## src/sv/kas_pkg.sv

```systemverilog
// kas_pkg: shared types and constants for the keyframe animation sampler
// used by kas_ctrl, kas_dp and keyframe_animation_sampler_top
package kas_pkg;

	localparam int NCH = 3;
	localparam logic [1:0] CH_POS = 2'd0;
	localparam logic [1:0] CH_SCL = 2'd1;
	localparam logic [1:0] CH_ROT = 2'd2;

	localparam logic KIND_LOAD   = 1'b0;
	localparam logic KIND_SAMPLE = 1'b1;

	// datapath operations issued by the controller
	typedef enum logic [3:0] {
		OP_NONE,
		OP_LOAD,     // write one key slot
		OP_SCAN_RD,  // issue read of frame at scan index
		OP_SCAN_CMP, // compare returned frame
		OP_RD_LO,    // read lo slot
		OP_RD_HI,    // read hi slot
		OP_DIV_INIT, // start t division
		OP_DIV_STEP, // one quotient bit
		OP_LERP,     // one component multiply-add, step index in cmd
		OP_SQ,       // one squared component into sum
		OP_SQRT_INIT,
		OP_SQRT_STEP,
		OP_NRM_INIT, // start normalize divide of one component
		OP_NRM_STEP,
		OP_NRM_DONE,
		OP_OUT       // load output register
	} dp_op_t;

	typedef struct packed {
		dp_op_t     op;
		logic [1:0] comp;  // component index
		logic       phase; // lerp partial product select
	} dp_cmd_t;

	typedef struct packed {
		logic found;    // scanned frame greater than sample frame
		logic zero_span;
		logic len_zero;
	} dp_sts_t;

endpackage

```

## src/sv/kas_ctrl.sv

```systemverilog
// kas_ctrl: sequencer for loads and per-channel sampling
// depends on kas_pkg
module kas_ctrl #(
	parameter int IW = 6,
	parameter int CW = 7
) (
	input  logic             clk,
	input  logic             arst_n,
	input  logic             in_fire,
	input  logic             kind,
	input  logic [1:0]       in_ch,
	input  logic             load_ok,
	input  logic [CW-1:0]    cnt [3],
	input  kas_pkg::dp_sts_t sts,
	input  logic             out_ready,
	output logic             busy,
	output kas_pkg::dp_cmd_t cmd,
	output logic [1:0]       ch,
	output logic [IW-1:0]    idx,
	output logic [IW-1:0]    lo_idx,
	output logic [IW-1:0]    hi_idx,
	output logic             out_valid,
	output logic             out_last
);
	import kas_pkg::*;

	typedef enum logic [3:0] {
		S_IDLE, S_CH, S_SRD, S_SCMP, S_RLO, S_RHI, S_DINIT, S_DIV,
		S_LERP, S_SQ, S_SQI, S_SQRT, S_NINIT, S_NSTEP, S_OUT, S_WAIT
	} state_t;

	state_t state_q;
	logic [CW-1:0] scan_q;
	logic [5:0] step_q;
	logic [2:0] lstep_q;

	function automatic logic later_en(input logic [1:0] c, input logic [CW-1:0] n [3]);
		later_en = 1'b0;
		for (int k = 0; k < 3; k++)
			if (k > int'(c) && n[k] != '0) later_en = 1'b1;
	endfunction

	assign busy = (state_q != S_IDLE);
	assign idx  = IW'(scan_q);

	always_ff @(posedge clk or negedge arst_n) begin
		if (!arst_n) begin
			state_q <= S_IDLE;
			cmd <= '0;
			ch <= '0;
			scan_q <= '0;
			step_q <= '0;
			lstep_q <= '0;
			lo_idx <= '0;
			hi_idx <= '0;
			out_valid <= 1'b0;
			out_last <= 1'b0;
		end else begin
			cmd <= '0;
			case (state_q)
				S_IDLE: if (in_fire) begin
					if (kind == KIND_LOAD) begin
						if (load_ok) begin
							cmd.op <= OP_LOAD;
							ch <= in_ch;
						end
					end else begin
						ch <= CH_POS;
						state_q <= S_CH;
					end
				end
				S_CH: begin
					if (cnt[ch] == '0) begin
						if (later_en(ch, cnt)) ch <= ch + 2'd1;
						else state_q <= S_IDLE;
					end else begin
						scan_q <= '0;
						lo_idx <= '0;
						hi_idx <= '0;
						cmd.op <= OP_SCAN_RD;
						state_q <= S_SRD;
					end
				end
				S_SRD: state_q <= S_SCMP;
				S_SCMP: begin
					if (sts.found) begin
						hi_idx <= IW'(scan_q);
						state_q <= S_RLO;
					end else begin
						lo_idx <= IW'(scan_q);
						hi_idx <= IW'(scan_q);
						if (scan_q + 1'b1 >= cnt[ch]) state_q <= S_RLO;
						else begin
							scan_q <= scan_q + 1'b1;
							cmd.op <= OP_SCAN_RD;
							state_q <= S_SRD;
						end
					end
				end
				S_RLO: begin cmd.op <= OP_RD_LO; state_q <= S_RHI; end
				S_RHI: begin cmd.op <= OP_RD_HI; state_q <= S_DINIT; end
				S_DINIT: begin cmd.op <= OP_DIV_INIT; step_q <= '0; state_q <= S_DIV; end
				S_DIV: begin
					// the upper key frame lands with the divide init, so zero span is checked once step_q is nonzero
					if (step_q != 6'd0 && sts.zero_span) state_q <= S_OUT;
					else begin
						cmd.op <= OP_DIV_STEP;
						step_q <= step_q + 6'd1;
						if (step_q == 6'd16) begin
							cmd.op <= OP_NONE;
							lstep_q <= '0;
							state_q <= S_LERP;
						end
					end
				end
				S_LERP: begin
					cmd.op <= OP_LERP;
					cmd.comp <= lstep_q[2:1];
					cmd.phase <= lstep_q[0];
					lstep_q <= lstep_q + 3'd1;
					if (lstep_q == 3'd7) begin
						lstep_q <= '0;
						state_q <= (ch == CH_ROT) ? S_SQ : S_OUT;
					end
				end
				S_SQ: begin
					cmd.op <= OP_SQ;
					cmd.comp <= lstep_q[1:0];
					lstep_q <= lstep_q + 3'd1;
					if (lstep_q == 3'd3) state_q <= S_SQI;
				end
				S_SQI: begin cmd.op <= OP_SQRT_INIT; step_q <= '0; state_q <= S_SQRT; end
				S_SQRT: begin
					if (step_q == 6'd33) begin
						lstep_q <= '0;
						state_q <= S_NINIT;
					end else begin
						cmd.op <= OP_SQRT_STEP;
						step_q <= step_q + 6'd1;
					end
				end
				S_NINIT: begin
					if (sts.len_zero || lstep_q == 3'd4) state_q <= S_OUT;
					else begin
						cmd.op <= OP_NRM_INIT;
						cmd.comp <= lstep_q[1:0];
						step_q <= '0;
						state_q <= S_NSTEP;
					end
				end
				S_NSTEP: begin
					cmd.comp <= lstep_q[1:0];
					if (step_q == 6'd48) begin
						cmd.op <= OP_NRM_DONE;
						lstep_q <= lstep_q + 3'd1;
						state_q <= S_NINIT;
					end else begin
						cmd.op <= OP_NRM_STEP;
						step_q <= step_q + 6'd1;
					end
				end
				S_OUT: begin
					cmd.op <= OP_OUT;
					state_q <= S_WAIT;
				end
				S_WAIT: begin
					// valid rises together with the loaded result word
					if (!out_valid) begin
						out_valid <= 1'b1;
						out_last <= !later_en(ch, cnt);
					end else if (out_ready) begin
						out_valid <= 1'b0;
						if (out_last) state_q <= S_IDLE;
						else begin
							ch <= ch + 2'd1;
							state_q <= S_CH;
						end
					end
				end
				default: state_q <= S_IDLE;
			endcase
		end
	end

endmodule
```

## config.mk

```make
export PLATFORM = sky130hd
export DESIGN_NAME = kas_ctrl
export DESIGN_NICKNAME = d
export VERILOG_FILES = /design/src/sv/kas_pkg.sv /design/src/sv/kas_ctrl.sv
export SDC_FILE = /design/constraint.sdc
export NUM_CORES = 1
export LEC_CHECK = 0
export BUFFER_PORTS_ARGS = -buffer_cell sky130_fd_sc_hd__buf_2
export CAP_MARGIN = 20
export CORE_ASPECT_RATIO = 0.8
export CORE_UTILIZATION = 55
export CTS_CLUSTER_SIZE = 40
export DETAILED_ROUTE_END_ITERATION = 8
export PLACE_DENSITY = 0.77
export SLEW_MARGIN = 5
export SYNTH_ARGS = -nofsm -noshare
export SYNTH_HDL_FRONTEND = slang
export SYNTH_SLANG_ARGS = --single-unit
```

## constraint.sdc

```tcl
create_clock -name clk -period 3.5 [get_ports clk]
set_input_delay 1.05 -clock clk [delete_from_list [all_inputs] [get_ports clk]]
set_output_delay 1.05 -clock clk [all_outputs]
set_load 0.01 [all_outputs]
```

==> results.yml, run 1 <==
power:
  net-switching-power_mw: 1.16
  pwr-share-seq_pct: 32.4
  finalPower_mw: 2.53
  p_sw_share_pct: 45.9
  p_per_area_nw_per_um2: 763
  combPwrFrac_pct: 54.6
  p_leak_nw: 1.57
  p_clk_share_pct: 13.0
  max-vdd-ir-drop_v: 0.000377
  p_int_mw: 1.37
layout:
  final_area_um2: 3320
  syn2layout_area_growth_pct: 12.5
  nNetsFinal: 417
  antenna-diode-count: 0
  drive_gt1_share_pct: 26.6
floorplan:
  die_area_um2: 5660
  die_h_um: 67.5
  die_x_um: 83.9
  boundaryPins: 62
  rows: 23
  start_util_pct: 57.9
  core_region_area_um2: 5090
detailed_routing:
  dr.pass1.iters: 6
  wl_mm: 6.48
  postRouteAntennaNets: 0
  routedWlPerCell_um: 15.0
  vias_per_cell: 6.03
  drc: 6
  dr.first_iter.drc_count: 154
  vias: 2600
status:
  violations: "DRC"
  status: "finished, violations left"
flow_run:
  max_cap_violations: 0
yosys:
  synthesis.nets: 365
  ys_seq_elements: 43
  synth_area_per_cell_um2: 9.33
  synth_most_common_cell: "dfrtp_1"
  synthCells: 316
  synth_edf_count: 0
  yosysTopAreaCellShare_pct: 36.5
  syn_area_um2: 2950
  async_flop_share_pct: 100
  yosys-top-cells-count: "43 x dfrtp_1, 27 x nand2_1, 24 x o21ai_0"
  synthFlopType: "dfrtp_1"
  yosysSeqAreaShare_pct: 36.5
  ys_warn_count: 0
  synth_cell_types: 62
  synthTopCellsByArea: "dfrtp_1 36%, ha_1 7.2%, o21ai_0 4.1%"
  yosysTopAreaCell: "dfrtp_1"
critical_path:
  worst-setup-path-type: "flip-flop to output pin"
  cp_max_fo: 22
  end_kind: "output pin"
  startpoint_type: "flip-flop"
  cp_data_arrival_time_ns: 1.84
  cp.required_ns: 2.45
global_route:
  grt_pass1_vias: 2256
  grt_max_degree: 44
  antenna_found_initial: 0
  overflow: 0
  track_usage_pct: 23.1
  grt_pass1_wl_mm: 10.5
min_path:
  hold_path_class: "flip-flop to flip-flop"
sta:
  finalMaxSlewViolations: 0
  relSlewSlack_pct: 38.1
  setup_viol_count_final: 0
  hold_viol_final: 0
  worst_pin_slew_ns: 0.929
  tns_ns: 0
  rsz0062_at_grt: "no"
  finClkSkew_ns: 0.00865
  final.min_clock_period_ns: 2.89
  max_freq_ghz: 0.346
  timing.final.crit_share_pct: 82.6
place:
  gp_congestion: 0.785
  placed_area_um2: 3220
  port_buffers: 61
  dp_hpwl_mm: 4.76
clock_tree:
  ctsResizeCount: 0
  cts_num_sinks: 43
  clock_latency_ns: 0.30
  clkSlewWorstSetupHoldPaths_ns: 0.09
  postCtsHoldBufs: 0
  cts_buffer_depth: 2
  cts_tree: "done"
  cts-htree-levels: 2
  cts_root_buffer: "clkbuf_8"
  post_cts_buffers: 0
  cts_buffers: 5
power groups by stage:
stage                     clock network (mW)  logic, mW  registers (mW)
after floorplan                            0       1.15           0.764
after global placement                     0       1.34           0.818
after detailed placement                   0       1.36           0.826
after CTS                              0.336       1.38           0.817
after global routing                   0.349       1.54           0.842
final                                  0.329       1.38           0.820
critical path, stage by stage, from the launching register on:
cell and delay, ns:
dfrtp_1 0.63, nor4_1 0.65, inv_1 0.10, buf_2 0.16
through the flow:
| stage | hold slack, ns | setup WS (ns) | util (%) | std cells |
|---|---|---|---|---|
| after floorplan | 0.489 | 0.677 | - | 316 |
| after global placement | 0.477 | 0.445 | 63.3 | 423 |
| after detailed placement | 0.481 | 0.413 | 63.3 | 423 |
| after CTS | 0.508 | 0.612 | 65.1 | 431 |
| after global routing | 0.511 | 0.490 | 65.1 | 431 |
| final | 0.507 | 0.607 | 65.1 | 431 |
sequential cells by signal, indices dropped and copies added, names as in the netlist:
register	flops
ch	2
cmd	7
hi_idx	6
lo_idx	6
lstep_q	3
out_last	1
out_valid	1
scan_q	7
state_q	4
step_q	6
layer usage:
| layer | global-route usage [%] | share of wire [%] |
|---|---|---|
| met1 | 34.3 | 51 |
| met4 | 4.09 | 0.62 |
| met2 | 35.9 | 43 |
| met3 | 4.16 | 5.1 |
| met5 | 0 | 0 |
cell type report:
| cell class | instances | area [um^2] |
|---|---|---|
| Fill cell | 431 | 1780 |
| Tap cell | 62 | 77.6 |
| Timing Repair Buffer | 66 | 343 |
| Clock buffer | 5 | 68.8 |
| Multi-Input combinational cell | 239 | 1680 |
| Sequential cell | 43 | 1080 |
| Inverter | 13 | 48.8 |
| Clock inverter | 3 | 23.8 |
cell families (layout without fill, tap and decap cells):
kind of cell	Yosys count	count (layout)	synth area share (%)
flip-flops	43	43	36.5
XOR/XNOR	7	7	2.08
adder cells (fa/ha/maj)	17	17	7.21
AO/OA/AOI/OAI	92	92	22.3
multiplexers	15	15	5.52
AND/OR/NAND/NOR	108	108	19.9
buffers and inverters	34	87	6.58
cell usage in the layout, fill, tap and decap left out, types with 2 or more instances in the layout:
master	netlist	routed
and3_1	4	4
a22o_1	13	13
nor3_1	4	4
ha_1	17	17
o21ai_0	24	24
nor4_1	3	3
a21oi_1	12	12
xnor2_1	4	4
a211o_1	2	2
nor3b_1	2	2
nand4_1	4	4
o211ai_1	5	5
a22oi_1	9	9
or2_2	2	2
o21a_1	2	2
clkbuf_8	0	5
buf_4	7	5
a221o_1	2	2
nand3_1	15	15
a211oi_1	3	3
nand2_1	27	27
clkinvlp_4	0	2
o31ai_1	5	5
dfrtp_1	43	43
nor2b_1	8	8
inv_1	12	12
buf_2	2	61
nand2b_1	7	7
a21oi_2	2	2
xor2_1	3	3
mux2i_1	5	5
nor2_1	17	17
mux2_2	10	10
or4_1	2	2
path summary, 6_finish.rpt:
check                                       start  cells past startpoint                     end  slack, ns
max in group asynchronous                  arst_n                      1   scan_q[0]$_DFFE_PN0P_       2.05
min in group asynchronous                  arst_n                      1        cmd[1]$_DFF_PN0_       0.88
min                         hi_idx[2]$_DFFE_PN0P_                      1   hi_idx[2]$_DFFE_PN0P_       0.51
max                        state_q[1]$_DFFE_PN0P_                      3                    busy       0.61
min reg2reg                 hi_idx[2]$_DFFE_PN0P_                      1   hi_idx[2]$_DFFE_PN0P_       0.51
max reg2reg                 scan_q[0]$_DFFE_PN0P_                     11  state_q[2]$_DFFE_PN0P_       0.74
(Power assumes the default switching activity.)
==> run 2: changes to the inputs <==
Settings changed: ABC_AREA from default to 1, CORE_UTILIZATION 55 to 50, PLACE_DENSITY 0.77 to 0.74.
Clock period 3.5 ns to 2.45 ns, I/O delays scaled along.
==> results.yml, run 2 <==
status:
  status: "complete, no violations"
yosys:
  yosysTopAreaCell: "dfrtp_1"
  synthSimpleGateAreaFrac_pct: 34.8
  synth_edf_count: 0
  synthesis.nets: 490
  synth_most_common_cell: "nand2_1"
  synth_top_family_by_area: "simple AND/OR/NAND/NOR gates"
  ys_seq_elements: 43
  syn_area_um2: 3050
  synth_cell_types: 34
  synthFlopType: "dfrtp_1"
  synth_area_per_cell_um2: 6.91
  async_flop_share_pct: 100
  synth_mux_area_share_pct: 0
  yosys-top-cells-count: "117 x nand2_1, 57 x inv_1, 51 x nand3_1"
  yosysSeqAreaShare_pct: 35.3
  synth-adder-area-share_pct: 6.98
  synthCells: 441
  ys_warn_count: 0
  yosysTopAreaCellShare_pct: 35.3
  synth_xor_area_share_pct: 1.44
  synthTopCellsByArea: "dfrtp_1 35%, nand2_1 14%, nand3_1 8.4%"
  synth_compound_area_share_pct: 10.5
critical_path:
  cp.required_ns: 2.70
  startpoint_type: "flip-flop"
  cp_data_arrival_time_ns: 2.55
  cp_max_fo: 4
  rrSetupSlack_ns: 0.15
  r2r_start: "scan_q[0]$_DFFE_PN0P_"
  worst-setup-path-type: "flip-flop to flip-flop"
  reg2reg_to: "state_q[1]$_DFFE_PN0P_"
  reg2reg_depth: 15
  end_kind: "flip-flop"
sta:
  finClkSkew_ns: 0.00788
  setup_viol_count_final: 0
  final.min_clock_period_ns: 2.30
  timing.final.crit_share_pct: 94.0
  finalMaxSlewViolations: 0
  fin_ws_ns: 0.147
  max_freq_ghz: 0.434
  relSlewSlack_pct: 64.2
  hold_viol_final: 0
  worst_pin_slew_ns: 0.537
detailed_routing:
  routedWlPerCell_um: 11.8
  postRouteAntennaNets: 0
  dr.first_iter.drc_count: 169
  wl_mm: 6.96
  dr.pass1.iters: 4
  drc: 0
  vias: 3004
  vias_per_cell: 5.11
place:
  dp_hpwl_mm: 5.32
  gp_congestion: 0.925
  placed_area_um2: 3430
  port_buffers: 61
  post-place-cells: 579
  place_ws_ns: -0.0778
floorplan:
  start_util_pct: 51.9
  rows: 25
  die_x_um: 89.3
  boundaryPins: 62
  die_area_um2: 6420
  die_h_um: 71.8
  core_region_area_um2: 5880
layout:
  final_common_cell: "nand2_1"
  antenna-diode-count: 0
  syn2layout_area_growth_pct: 16.3
  nNetsFinal: 555
  largestRegisters: "cmd: 7 flops, scan_q: 7 flops"
  final_cells: 588
  mostFrequentLayoutCells: "116 x nand2_1, 61 x buf_2, 56 x inv_1"
  drive_gt1_share_pct: 21.9
  final_area_um2: 3550
clock_tree:
  cts_root_buffer: "clkbuf_8"
  post_cts_buffers: 0
  clock_latency_ns: 0.30
  cts-htree-levels: 2
  cts_buffers: 5
  postCtsHoldBufs: 0
  clkSlewWorstSetupHoldPaths_ns: 0.09
  cts_num_sinks: 43
  cts_tree: "done"
  cts_buffer_depth: 2
min_path:
  worstHoldStart: "lo_idx[3]$_DFFE_PN0P_"
  hold_end: "lo_idx[3]$_DFFE_PN0P_"
  hold_path_class: "flip-flop to flip-flop"
  hold_depth: 2
power:
  p_per_area_nw_per_um2: 942
  p_leak_nw: 1.98
  finalPower_mw: 3.34
  max-vdd-ir-drop_v: 0.000461
global_route:
  track_usage_pct: 22.9
  grt_pass1_wl_mm: 11.5
  overflow: 0
  grt_pass1_vias: 2610
  antenna_found_initial: 0
  grt_max_degree: 44
flow_run:
  max_cap_violations: 0
## run 2: final cells by class
class	count	area, um^2
Fill cell	582	2330
Clock inverter	2	12.5
Sequential cell	43	1080
Inverter	65	246
Timing Repair Buffer	70	373
Clock buffer	6	72.6
Multi-Input combinational cell	321	1660
Tap cell	81	101
## run 2: how the worst max path moves through the flow
stage | startpoint | endpoint | slack [ns]
2_1_floorplan | scan_q[0]$_DFFE_PN0P_ | scan_q[0]$_DFFE_PN0P_ | 0.15
3_3_place_gp | cnt[7] | scan_q[4]$_DFFE_PN0P_ | -0.002
3_5_place_dp | cnt[7] | scan_q[6]$_DFFE_PN0P_ | -0.08
4_1_cts | ch[0]$_DFFE_PN0P_ | scan_q[0]$_DFFE_PN0P_ | 0.08
5_1_grt | scan_q[0]$_DFFE_PN0P_ | state_q[1]$_DFFE_PN0P_ | -0.02
6_report | scan_q[0]$_DFFE_PN0P_ | state_q[1]$_DFFE_PN0P_ | 0.15
## run 2: logic make-up after synthesis
logic type | count (synthesis)
compound gates | 54
flops | 43
buf+inv | 78
xor+xnor | 5
simple gates | 244
fa+ha+maj | 17
## run 2: routing by layer
metal	global-route usage [%]	routed length [um]	share of wire (%)
met5	0	0	0
met3	3.69	347	5.0
met1	33.4	3510	50
met4	6.00	53	0.76
met2	35.3	3050	44
## run 2: power breakdown
group	internal [mW]	switching, mW	leakage (nW)
sequential	0.872	0.158	0.572
clock	0.200	0.258	0.0412
combinational	0.634	1.22	1.37
## run 2: what timing repair did
action / 4_1_cts / 5_1_grt
endpoints found under the setup margin: 0 / 8
endpoints found under the hold margin: 0 / 0
gates resized for setup: 0 / 8
## run 2: critical path: stages, from the launching register on
cell and delay, ns:
dfrtp_1 0.39, ha_1 0.21, nand2_1 0.08, inv_2 0.06, nand2_2 0.07, xor2_2 0.17, inv_1 0.07, ha_1 0.31
a21oi_1 0.16, nor2_1 0.07, nor2_2 0.14, nand3_2 0.16, buf_4 0.20, nand3_1 0.08, nand2_1 0.06, nand2_1 0.05
## run 2: stage by stage
step	util (%)	setup TNS, ns	hold WS, ns
final	60.3	0	0.470
after global routing	60.3	-0.0555	0.493
after CTS	59.8	0	0.474
after detailed placement	58.4	-0.491	0.454
after global placement	58.4	-0.00491	0.451
after floorplan	-	0	0.439
